File: src/sv/rbb_pkg.sv
// shared types, constants and the backoff multiplier table for the restart budget block
// no dependencies; imported by every module of the block

package rbb_pkg;

  localparam int TIME_BITS         = 48;
  localparam int RECORD_DEPTH_DEF  = 16;
  localparam int CFG_DATA_W        = 32;
  localparam int CFG_INDEX_W       = 2;
  localparam int DELAY_W           = 26;
  localparam int COUNT_W           = 16;
  localparam int MS_PER_S          = 1000;
  localparam int MULT_LAST         = 5;

  localparam logic [4:0]  MAX_RESTARTS_RST = 5'd5;
  localparam logic [31:0] WINDOW_MS_RST    = 32'd60000;
  localparam logic [15:0] BACKOFF_RST      = 16'd1;
  localparam logic [15:0] MAX_BACKOFF_RST  = 16'd300;

  typedef enum logic [CFG_INDEX_W-1:0] {
    REG_MAX_RESTARTS = 2'd0,
    REG_WINDOW_MS    = 2'd1,
    REG_BACKOFF      = 2'd2,
    REG_MAX_BACKOFF  = 2'd3
  } cfg_reg_t;

  typedef enum logic {
    OP_REQUEST = 1'b0,
    OP_CLEAR   = 1'b1
  } op_t;

  typedef struct packed {
    logic                 operation;
    logic [TIME_BITS-1:0] now_ms;
  } in_req_t;

  typedef struct packed {
    logic               granted;
    logic [DELAY_W-1:0] delay_ms;
    logic [COUNT_W-1:0] attempt_count;
  } out_req_t;

  typedef enum logic [2:0] {
    S_IDLE,
    S_CALC,
    S_PRUNE,
    S_DECIDE,
    S_SCALE,
    S_RESP
  } state_t;

  typedef struct packed {
    logic load_in;
    logic clear;
    logic set_thr;
    logic pop;
    logic mul;
    logic commit;
    logic refuse;
    logic load_out;
  } dp_cmd_t;

  typedef struct packed {
    logic op_clear;
    logic prune_done;
    logic full;
  } dp_status_t;

  // exponential multiplier, flat beyond the last step
  function automatic logic [4:0] backoff_mult(input logic [2:0] idx);
    logic [4:0] m;
    case (idx)
      3'd0:    m = 5'd1;
      3'd1:    m = 5'd2;
      3'd2:    m = 5'd4;
      3'd3:    m = 5'd8;
      3'd4:    m = 5'd15;
      default: m = 5'd30;
    endcase
    return m;
  endfunction

endpackage

File: src/sv/rbb_ctrl.sv
// sequencer for the restart budget block: accept, clear or prune, decide, scale, respond
// depends on rbb_pkg

module rbb_ctrl
  import rbb_pkg::*;
(
  input  logic       clk,
  input  logic       rst_n,
  input  logic       in_valid,
  output logic       in_ready,
  output logic       out_valid,
  input  logic       out_ready,
  input  dp_status_t status,
  output dp_cmd_t    cmd
);

  state_t state_r, state_nxt;
  logic   out_valid_r, out_valid_nxt;

  always_ff @(posedge clk) begin
    if (!rst_n) begin
      state_r     <= S_IDLE;
      out_valid_r <= 1'b0;
    end else begin
      state_r     <= state_nxt;
      out_valid_r <= out_valid_nxt;
    end
  end

  always_comb begin
    state_nxt     = state_r;
    cmd           = '0;
    in_ready      = 1'b0;
    out_valid_nxt = out_valid_r && !out_ready;
    unique case (state_r)
      S_IDLE: begin
        in_ready = 1'b1;
        if (in_valid) begin
          cmd.load_in = 1'b1;
          state_nxt   = S_CALC;
        end
      end
      S_CALC: begin
        if (status.op_clear) begin
          cmd.clear = 1'b1;
          state_nxt = S_RESP;
        end else begin
          cmd.set_thr = 1'b1;
          state_nxt   = S_PRUNE;
        end
      end
      S_PRUNE: begin
        if (status.prune_done) begin
          state_nxt = S_DECIDE;
        end else begin
          cmd.pop = 1'b1;
        end
      end
      S_DECIDE: begin
        if (status.full) begin
          cmd.refuse = 1'b1;
          state_nxt  = S_RESP;
        end else begin
          cmd.mul   = 1'b1;
          state_nxt = S_SCALE;
        end
      end
      S_SCALE: begin
        cmd.commit = 1'b1;
        state_nxt  = S_RESP;
      end
      S_RESP: begin
        if (!out_valid_r || out_ready) begin
          cmd.load_out  = 1'b1;
          out_valid_nxt = 1'b1;
          state_nxt     = S_IDLE;
        end
      end
      default: state_nxt = S_IDLE;
    endcase
  end

  assign out_valid = out_valid_r;

endmodule

File: src/sv/rbb_dpath.sv
// datapath for the restart budget block: config registers, grant time ring,
// window threshold, backoff multiply and the output register; depends on rbb_pkg

module rbb_dpath
  import rbb_pkg::*;
#(
  parameter int RECORD_DEPTH = RECORD_DEPTH_DEF
) (
  input  logic                   clk,
  input  logic                   rst_n,
  input  logic                   cfg_wr_en,
  input  logic [CFG_INDEX_W-1:0] cfg_index,
  input  logic [CFG_DATA_W-1:0]  cfg_data,
  input  in_req_t                in_data,
  output out_req_t               out_data,
  input  dp_cmd_t                cmd,
  output dp_status_t             status
);

  localparam int IDX_W = (RECORD_DEPTH > 1) ? $clog2(RECORD_DEPTH) : 1;
  localparam int CNT_W = $clog2(RECORD_DEPTH + 1);
  localparam int LIM_W = (CNT_W > 5) ? CNT_W : 5;
  localparam logic [IDX_W-1:0] LAST_SLOT = IDX_W'(RECORD_DEPTH - 1);

  // configuration
  logic [4:0]  max_restarts_r;
  logic [31:0] window_ms_r;
  logic [15:0] backoff_r;
  logic [15:0] max_backoff_r;

  always_ff @(posedge clk) begin
    if (!rst_n) begin
      max_restarts_r <= MAX_RESTARTS_RST;
      window_ms_r    <= WINDOW_MS_RST;
      backoff_r      <= BACKOFF_RST;
      max_backoff_r  <= MAX_BACKOFF_RST;
    end else if (cfg_wr_en) begin
      unique case (cfg_reg_t'(cfg_index))
        REG_MAX_RESTARTS: max_restarts_r <= cfg_data[4:0];
        REG_WINDOW_MS:    window_ms_r    <= cfg_data;
        REG_BACKOFF:      backoff_r      <= cfg_data[15:0];
        REG_MAX_BACKOFF:  max_backoff_r  <= cfg_data[15:0];
        default: ;
      endcase
    end
  end

  // request latch
  logic                 op_r;
  logic [TIME_BITS-1:0] now_r;

  always_ff @(posedge clk) begin
    if (cmd.load_in) begin
      op_r  <= in_data.operation;
      now_r <= in_data.now_ms;
    end
  end

  // ring control
  logic [IDX_W-1:0] oldest_r, tail_r;
  logic [CNT_W-1:0] count_r;
  logic [15:0]      grants_r;
  logic [IDX_W-1:0] oldest_inc, tail_inc, rd_addr;

  assign oldest_inc = (oldest_r == LAST_SLOT) ? '0 : oldest_r + 1'b1;
  assign tail_inc   = (tail_r == LAST_SLOT) ? '0 : tail_r + 1'b1;

  always_ff @(posedge clk) begin
    if (!rst_n || cmd.clear) begin
      oldest_r <= '0;
      tail_r   <= '0;
      count_r  <= '0;
      grants_r <= '0;
    end else if (cmd.pop) begin
      oldest_r <= oldest_inc;
      count_r  <= count_r - 1'b1;
    end else if (cmd.commit) begin
      tail_r   <= tail_inc;
      count_r  <= count_r + 1'b1;
      if (grants_r != 16'hFFFF) begin
        grants_r <= grants_r + 1'b1;
      end
    end
  end

  // grant time memory; read address looks ahead so a pop sees the next entry
  logic [TIME_BITS-1:0] mem [RECORD_DEPTH];
  logic [TIME_BITS-1:0] rd_data_r;

  assign rd_addr = cmd.pop ? oldest_inc : oldest_r;

  always_ff @(posedge clk) begin
    if (cmd.commit) begin
      mem[tail_r] <= now_r;
    end
    rd_data_r <= mem[rd_addr];
  end

  // stale threshold: entry t is stale when t <= now - window and now >= window
  logic [TIME_BITS:0]   diff;
  logic [TIME_BITS-1:0] thr_r;
  logic                 thr_ok_r;

  assign diff = {1'b0, now_r} - {{(TIME_BITS - 31){1'b0}}, window_ms_r};

  always_ff @(posedge clk) begin
    if (cmd.set_thr) begin
      thr_r    <= diff[TIME_BITS-1:0];
      thr_ok_r <= !diff[TIME_BITS];
    end
  end

  // limit check
  logic [LIM_W-1:0] limit;

  assign limit = (LIM_W'(max_restarts_r) > LIM_W'(RECORD_DEPTH)) ?
                 LIM_W'(RECORD_DEPTH) : LIM_W'(max_restarts_r);

  // backoff: base times multiplier, then cap and scale to ms
  logic [2:0]         mult_idx;
  logic [20:0]        mul_r;
  logic [15:0]        capped;
  logic               res_grant_r;
  logic [DELAY_W-1:0] res_delay_r;

  assign mult_idx = (grants_r < 16'(MULT_LAST)) ? grants_r[2:0] : 3'(MULT_LAST);
  assign capped   = (mul_r > {5'b0, max_backoff_r}) ? max_backoff_r : mul_r[15:0];

  always_ff @(posedge clk) begin
    if (cmd.mul) begin
      mul_r <= 21'(backoff_r) * 21'(backoff_mult(mult_idx));
    end
    if (cmd.clear || cmd.refuse) begin
      res_grant_r <= 1'b0;
      res_delay_r <= '0;
    end else if (cmd.commit) begin
      res_grant_r <= 1'b1;
      res_delay_r <= DELAY_W'(capped) * DELAY_W'(MS_PER_S);
    end
  end

  // output register
  out_req_t out_r;

  always_ff @(posedge clk) begin
    if (cmd.load_out) begin
      out_r.granted       <= res_grant_r;
      out_r.delay_ms      <= res_delay_r;
      out_r.attempt_count <= grants_r;
    end
  end

  assign out_data = out_r;

  assign status.op_clear   = (op_t'(op_r) == OP_CLEAR);
  assign status.prune_done = (count_r == '0) || !thr_ok_r || (rd_data_r > thr_r);
  assign status.full       = (LIM_W'(count_r) >= limit);

`ifndef SYNTH
  a_pop_nonempty: assert property (@(posedge clk) disable iff (!rst_n)
    cmd.pop |-> count_r != '0)
    else $error("pop from empty ring");

  a_count_bound: assert property (@(posedge clk) disable iff (!rst_n)
    LIM_W'(count_r) <= LIM_W'(RECORD_DEPTH))
    else $error("ring count above depth");

  a_commit_room: assert property (@(posedge clk) disable iff (!rst_n)
    cmd.commit |-> LIM_W'(count_r) < LIM_W'(RECORD_DEPTH))
    else $error("grant stored into full ring");

  a_clear_zero: assert property (@(posedge clk) disable iff (!rst_n)
    cmd.clear |=> count_r == '0 && grants_r == '0)
    else $error("clear left history behind");
`endif

endmodule

File: src/sv/restart_budget_backoff.sv
// restart budget limiter with a sliding window and exponential backoff.
// each request carries a millisecond time stamp; grant times are kept in a ring
// of RECORD_DEPTH entries. a restart request first drops every stored time t with
// t + window_ms <= now_ms, one entry per cycle, then is refused when the ring
// already holds min(max_restarts, RECORD_DEPTH) grants, else granted with
// delay_ms = min(backoff_seconds * {1,2,4,8,15,30}[min(count,5)],
// max_backoff_seconds) * 1000. a clear request empties the ring and zeroes the
// consecutive grant count. one request is handled at a time: a clear goes from
// acceptance straight to the result, while a restart request first sets the
// window threshold, drops its 0 to RECORD_DEPTH stale entries, is decided and,
// when granted, has its delay scaled before the result is loaded.
// the next request is accepted as soon as the result is in the output register,
// while it waits to be taken.
// configuration is written through cfg_wr_en/cfg_index/cfg_data; the user must
// write it only while idle, the block does not enforce this. the grant time
// memory needs no clearing after reset. depends on rbb_pkg, rbb_ctrl and rbb_dpath.

module restart_budget_backoff
  import rbb_pkg::*;
#(
  parameter int RECORD_DEPTH = RECORD_DEPTH_DEF
) (
  input  logic                   clk,
  input  logic                   rst_n,
  // configuration writes
  input  logic                   cfg_wr_en,
  input  logic [CFG_INDEX_W-1:0] cfg_index,
  input  logic [CFG_DATA_W-1:0]  cfg_data,
  // request channel
  input  logic                   in_valid,
  output logic                   in_ready,
  input  in_req_t                in_data,
  // result channel
  output logic                   out_valid,
  input  logic                   out_ready,
  output out_req_t               out_data
);

  dp_cmd_t    cmd;
  dp_status_t status;

  // sequencer: owns the handshakes and steps the datapath
  rbb_ctrl u_ctrl (
    .clk       (clk),
    .rst_n     (rst_n),
    .in_valid  (in_valid),
    .in_ready  (in_ready),
    .out_valid (out_valid),
    .out_ready (out_ready),
    .status    (status),
    .cmd       (cmd)
  );

  // datapath: ring, threshold, backoff arithmetic, result register
  rbb_dpath #(
    .RECORD_DEPTH (RECORD_DEPTH)
  ) u_dpath (
    .clk       (clk),
    .rst_n     (rst_n),
    .cfg_wr_en (cfg_wr_en),
    .cfg_index (cfg_index),
    .cfg_data  (cfg_data),
    .in_data   (in_data),
    .out_data  (out_data),
    .cmd       (cmd),
    .status    (status)
  );

endmodule
File: config.mk
export PLATFORM = sky130hd
export DESIGN_NAME = restart_budget_backoff
export DESIGN_NICKNAME = d
export VERILOG_FILES = /design/src/sv/rbb_pkg.sv /design/src/sv/rbb_ctrl.sv /design/src/sv/rbb_dpath.sv /design/src/sv/restart_budget_backoff.sv
export SDC_FILE = /design/constraint.sdc
export NUM_CORES = 2
export LEC_CHECK = 0
export BUFFER_PORTS_ARGS = -buffer_cell sky130_fd_sc_hd__clkbuf_2
export CORE_MARGIN = 2
export CORE_UTILIZATION = 40
export CTS_BUF_LIST = sky130_fd_sc_hd__clkbuf_8 sky130_fd_sc_hd__clkbuf_16
export DETAILED_ROUTE_END_ITERATION = 8
export PLACE_DENSITY = 0.64
export REMOVE_ABC_BUFFERS = 1
export SYNTH_ARGS = -nofsm -noshare
export SYNTH_HDL_FRONTEND = slang
export SYNTH_HIERARCHICAL = 1
export SYNTH_SLANG_ARGS = --single-unit
File: constraint.sdc
create_clock -name clk -period 9.4 [get_ports clk]
set_clock_uncertainty 0.05 [all_clocks]
set_input_delay 1.88 -clock clk [delete_from_list [all_inputs] [get_ports clk]]
set_output_delay 1.88 -clock clk [all_outputs]
set_load 0.02 [all_outputs]
Word-level counts from Yosys, hierarchy flattened. Memories as Yosys holds them, arrays and structs flattened. A register that Yosys moved wholly into a read port is not among the register bits. Cells that the tools add are included. Widths: inputs -> output; s select.

Bits in registers: 285. Memory bits (writable): 768. Memories: 1.

Memory list: u_dpath.mem (words 16, width 48, rd ports 1, clocked after Yosys merged registers in 1, wr ports 1, line rbb_dpath.sv:87) `logic [TIME_BITS-1:0] mem [RECORD_DEPTH];`.

Add/subtract/negate cells: 6. Multiply operators: 2. Magnitude comparators: 5. Equality and inequality tests: 18. Muxes and demuxes: 35. Bitwise operators: 1. Reduce and logical (&&, ||, !) cells: 23.

Operators by type and width (count): $sub 48x32->49 (1); $gt 48x48->1 (1); $pmux 5 s5 (1); $mul 16x7->23 const B (1); $gt 21x16->1 (1); $mul 16x5->21 (1); $mux 5 (4); $mux 1 (19); $pmux 3 s6 (1); $add 16x1->16 const B (1); $lt 16x3->1 const B (1); $mux 16 (1); $ne 16x16->1 const B (1); $mux 3 (5); $eq 3x2->1 const B (4); $mux 4 (3); $reduce_and 2->1 (5); $eq 3x3->1 const B (3); $add 4x1->4 const B (2); $eq 4x4->1 const B (2); $eq 3x1->1 const B (2); $logic_not 3->1 (2); $reduce_and 3->1 (2); $add 5x1->5 const B (1); 15 further kinds (25).

Longest topological paths before layout.
Depth in word-level cells: 7. Depth in mapped cells: 27. Depth with buffers taken out: 26.

By module. Netlist, hierarchy kept.

By module, submodules not included: rbb_dpath (times used 1, cells each 3202, area an instance 49159.6 µm²); rbb_ctrl (times used 1, cells each 36, area an instance 300.3 µm²).

Worst setup path after synthesis. Ideal clock, no wire load.

Path kind: register to register. From: register u_dpath.mul_r[11]. To: register u_dpath.res_delay_r[24]. Setup time: 0.118 ns. Arrival: 6.337 ns. Required time: 9.232 ns. Path slack: 2.895 ns. Stages on the path, launching flop included: 26. Period minus slack after synthesis: 6.505 ns. Path through: edfxtp_1 ha_1 and3_1 nand4_1 nor4_1 a21oi_1 o21ai_0 nand3_1 buf_2 mux2i_1 inv_1 fa_1 inv_1 fa_1 fa_1 fa_1 inv_1 ha_1 o211a_1 and3_1 a211oi_1 a21boi_1 o21ai_1 a41oi_1 xor2_1 o21ai_1.

Longest elaborated chain between the ends: 3.

RTL lines: start: declaration (line rbb_dpath.sv:121) `logic [20:0] mul_r;`; start signal: assignment (line rbb_dpath.sv:131) `mul_r <= 21'(backoff_r) * 21'(backoff_mult(mult_idx));`; $gt 21x16->1 (line rbb_dpath.sv:127) `assign capped = (mul_r > {5'b0, max_backoff_r}) ? max_backoff_r : mul_r[15:0];`; $mux 16 * (line rbb_dpath.sv:127); $mul 16x7->23 * (line rbb_dpath.sv:138) `res_delay_r <= DELAY_W'(capped) * DELAY_W'(MS_PER_S);`; end signal: assignment (line rbb_dpath.sv:138); end: declaration (line rbb_dpath.sv:124) `logic [DELAY_W-1:0] res_delay_r;`.

Every way passes the cells marked *; elsewhere a longest branch is shown, timed or not. A chain may end at the register's enable or synchronous reset.

Worst setup path in the final report.
From: register u_dpath.max_backoff_r[1]. To: register u_dpath.res_delay_r[24].

Longest elaborated chain between the ends: 3.

RTL lines: start: declaration (line rbb_dpath.sv:29) `logic [15:0] max_backoff_r;`; start signal: assignment (line rbb_dpath.sv:42) `REG_MAX_BACKOFF: max_backoff_r <= cfg_data[15:0];`; $gt 21x16->1 (line rbb_dpath.sv:127); $mux 16 * (line rbb_dpath.sv:127); $mul 16x7->23 * (line rbb_dpath.sv:138).

Marked as above.

==> reports/qor.tcl <==
set qor(status) {finished, final reports clean}
set qor(post_layout_nonfiller_instances) 5126
set qor(postSynthAreaPerCell_um2) 15.3
set qor(tritoncts) {built}
set qor(postSynth.asyncResetShare_pct) 0
set qor(maximum_fanout_along_the_worst_path) 16
set qor(start_util_pct) 40.2
set qor(antenna_found_initial) 1
set qor(pre_cts_ws_ps) 1820
set qor(final_core_util_pct) 45.4
set qor(num-nets-final) 3769
set qor(synth_simple_gate_area_share_pct) 6.33
set qor(first_global_vias) 27800
set qor(syn_area_um2) 49500
set qor(max-slew-margin-rel_pct) 23.0
set qor(die_y_um) 356
set qor(detailroute.via_count) 27100
set qor(whs_endpoint) {u_dpath/out_data[31]}
set qor(count_of_synthesis_stage_warnings_from_yosys) 6
set qor(cts_sinks) 1101
set qor(die-width_um) 356
set qor(synth.yosys.seq_area_share_pct) 63.3
set qor(hold_path_depth) 0
set qor(final_setup_slack_of_the_worst_path_ps) 1870
set qor(synth-compound-area-share_pct) 6.21
set qor(netSwitchingPower_w) 0.00265
set qor(synth_adder_area_share_pct) 8.85
set qor(leak_pwr_nw) 20.8
set qor(number_of_buffers_inserted_during_clock_tree_synthesis) 112
set qor(gate_count_post_synth) 3238
set qor(core-area_um2) 123000
set qor(p_int_w) 0.00871
set qor(dp.final_hpwl_um) 64700
set qor(power_frac_seq_pct) 50.0
set qor(synth_xor_area_share_pct) 1.65
set qor(netlist_top_cells_count) {edfxtp_1 (927), inv_1 (267), nand2_1 (202), ha_1 (193), mux4_2 (192)}
set qor(routabilityCongestion) 0.843
set qor(synth_top_cell_by_area) {edfxtp_1}
set qor(postRouteWirelength_um) 110000
set qor(drt_first_iter_violations) 2392
set qor(grt_use_total_pct) 17.6
set qor(worst_r2r_path_depth) 25
set qor(design.die.area_um2) 126000
set qor(synth.mux.area_fraction_pct) 10.4
set qor(port_buffers) 129
set qor(synth-seq-cells) 1101
set qor(cp_required_ps) 9940
set qor(synth_enable_flop_cells) 927
set qor(power.clock.fraction_pct) 40.9
set qor(finalCritPeriodShare_pct) 80.2
set qor(drt-vias-per-instance) 5.28
set qor(setup.worst_path.start_class) {register}
set qor(drc_errors) 0
set qor(drt-wirelength-per-cell_um) 21.6
set qor(setup.worst_path.class) {register to register}
set qor(clock_h_tree_levels) 3
set qor(min_period_ps) 7530
set qor(worst_slew_pin_slew_ps) 1150
set qor(hold_path_startpoint) {u_dpath/res_delay_r[15]}
set qor(area.growth.synth_to_final_pct) 13.1
set qor(clkLatencyLatePin_ps) 700
set qor(grt_max_degree) 113
set qor(place_inst) 4913
set qor(netSwitchingFraction_pct) 23.3
set qor(cts_hold_repair.buffers) 0
set qor(worst_r2r_endpoint) {u_dpath/res_delay_r[24]}
set qor(worst_ir_drop_vdd_mv) 0.155
set qor(grt_pass1_wl_um) 169000
set qor(drv_slew) 0
set qor(yosysMostFrequentCell) {edfxtp_1}
set qor(kind_of_capture_point_of_the_worst_setup_path) {register}
set qor(ys_types) 81
set qor(netlist.area_leader.share_pct) 56.3
set qor(reg2reg_from) {u_dpath/max_backoff_r[1]}
set qor(buffer_depth_of_the_longest_clock_path) 3
set qor(maxCapViolCount) 0
set qor(clk_pin_slew_worst_paths_ps) 60
set qor(post_cts.repair.setup_buffers) 0
set qor(drt_pass1_iterations) 5
set qor(fmax_mhz) 133
set qor(grt_setup_unrepaired) {false}
set qor(synth.top_cells.by_area) {edfxtp_1 (56%), mux4_2 (8.7%), dfxtp_1 (7.0%), ha_1 (4.9%), fa_1 (4.0%)}
set qor(final-hold-violation-count) 0
set qor(final_layout_size_suffix_gt1_share_pct) 17.1
set qor(power.share.combinational_pct) 9.1
set qor(cts_root_buf) {clkbuf_16}
set qor(timing.reg2reg.setup_slack_ps) 1870
set qor(power-per-cell-area_nw_per_um2) 203
set qor(io-pin-count) 133
set qor(gr_overflow_total) 0
set qor(worstHoldPathType) {register to register}
set qor(cells_resized_by_post_cts_repair) 0
set qor(synth_top_family_by_area) {multiplexers}
set qor(fp-row-count) 129
set qor(num_antenna_cells) 0
set qor(critPathArrivalTime_ps) 8070
set qor(yosys_most_used_dff) {edfxtp_1}
set qor(timing.final.setup_violations) 0
set qor(final_antenna_net_count) 0
==> power by group through the flow <==
stage,logic (W),registers [W],clock network [W]
after floorplan,0.000759,0.00573,0
after global placement,0.00103,0.00578,0
after detailed placement,0.00104,0.00579,0
after CTS,0.00105,0.00568,0.00474
after global routing,0.00117,0.00570,0.00493
final,0.00104,0.00568,0.00464
==> worst max-delay path, cell delays in order (launching register included) <==
cell and delay (ps):
dfxtp_1 360, inv_1 60, ha_1 290, nor2b_1 130, o21a_1 150, o21ai_0 200
a211oi_1 120, o21ai_0 220, nand3_1 660, mux2i_1 760, inv_1 230, fa_1 580
inv_1 60, fa_1 500, fa_1 520, fa_1 540, inv_1 40, ha_1 350
o211a_1 230, and3_1 180, a211oi_1 200, a21boi_1 310, o21ai_1 180, a41oi_1 270
xor2_1 160, o21ai_1 80
==> placed cells by master, fill, tap and decap left out, drive strengths merged, types with 5 or more instances in the layout <==
master / count
ha: 193
a21boi: 56
or4: 5
and2: 41
or3: 10
o21ai: 56
mux2: 15
a31oi: 13
edfxtp: 927
a21oi: 147
a21o: 47
buf: 32
fa: 98
nand2: 202
clkinv: 31
nand2b: 20
nor3b: 5
mux4: 192
o211ai: 14
nor2: 105
nor3: 19
nand3: 31
nand4: 22
or2: 5
mux2i: 67
clkbuf: 263
nor2b: 115
o21bai: 10
o21a: 16
xor2: 43
nor4: 8
xnor2: 50
a211oi: 63
dfxtp: 174
bufinv: 14
inv: 297
and3: 21
==> state kept, by name (all words and copies together) (netlist names), 21 cells and up <==
signal	flops
u_dpath/now_r	48
u_dpath/thr_r	48
u_dpath/mul_r	21
u_dpath/out_data	40
u_dpath/window_ms_r	32
u_dpath/res_delay_r	23
u_dpath/rd_data_r	48
u_dpath/mem	768
==> how the worst max path moves through the flow <==
| stage | startpoint | endpoint | slack [ps] | cells after the start |
|---|---|---|---|---|
| 2_1_floorplan | u_dpath/thr_r[28] | u_dpath/rd_data_r[0] | -12310 | 14 |
| 3_3_place_gp | u_dpath/mul_r[12] | u_dpath/res_delay_r[24] | 1910 | 24 |
| 3_5_place_dp | u_dpath/max_backoff_r[1] | u_dpath/res_delay_r[24] | 1820 | 25 |
| 4_1_cts | u_dpath/max_backoff_r[1] | u_dpath/res_delay_r[24] | 1760 | 25 |
| 5_1_grt | u_dpath/mul_r[10] | u_dpath/res_delay_r[20] | 1210 | 24 |
| 6_report | u_dpath/max_backoff_r[1] | u_dpath/res_delay_r[24] | 1870 | 25 |
==> layout make-up <==
cell class	count	area [µm²]
Sequential cell	1101	31300
Timing Repair Buffer	161	923
Fill cell	10800	67200
Clock buffer	134	3140
Tap cell	1637	2050
Clock inverter	79	805
Multi-Input combinational cell	1747	16700
Inverter	267	1000
==> metal layers <==
metal	part of all wire [%]	vias up	GRT usage [%]
met5	0.011	-	0
met4	2.2	2	4.44
met3	5.4	147	3.09
met2	49	685	29.3
met1	44	13900	23.9
li1	-	12400	-
==> through the flow <==
step                TNS (ps)  hold slack [ps]  instance area [µm²]  power [W]
global placement           0              366                52000    0.00681
floorplan            -604880              351                48900    0.00649
CTS                        0              382                55900     0.0115
finish                     0              382                55900     0.0114
detailed placement         0              367                52000    0.00683
global route               0              389                55900     0.0118
==> logic make-up (layout without fill, tap and decap cells) <==
group / count (synthesis) / count (layout)
AO/OA/AOI/OAI: 462 / 462
XOR/XNOR: 93 / 93
adder cells (fa/ha/maj): 291 / 291
buffers and inverters: 392 / 641
flip-flops: 1101 / 1101
multiplexers: 274 / 274
other: 1 / 3
AND/OR/NAND/NOR: 624 / 624
(Power assumes the default switching activity.)
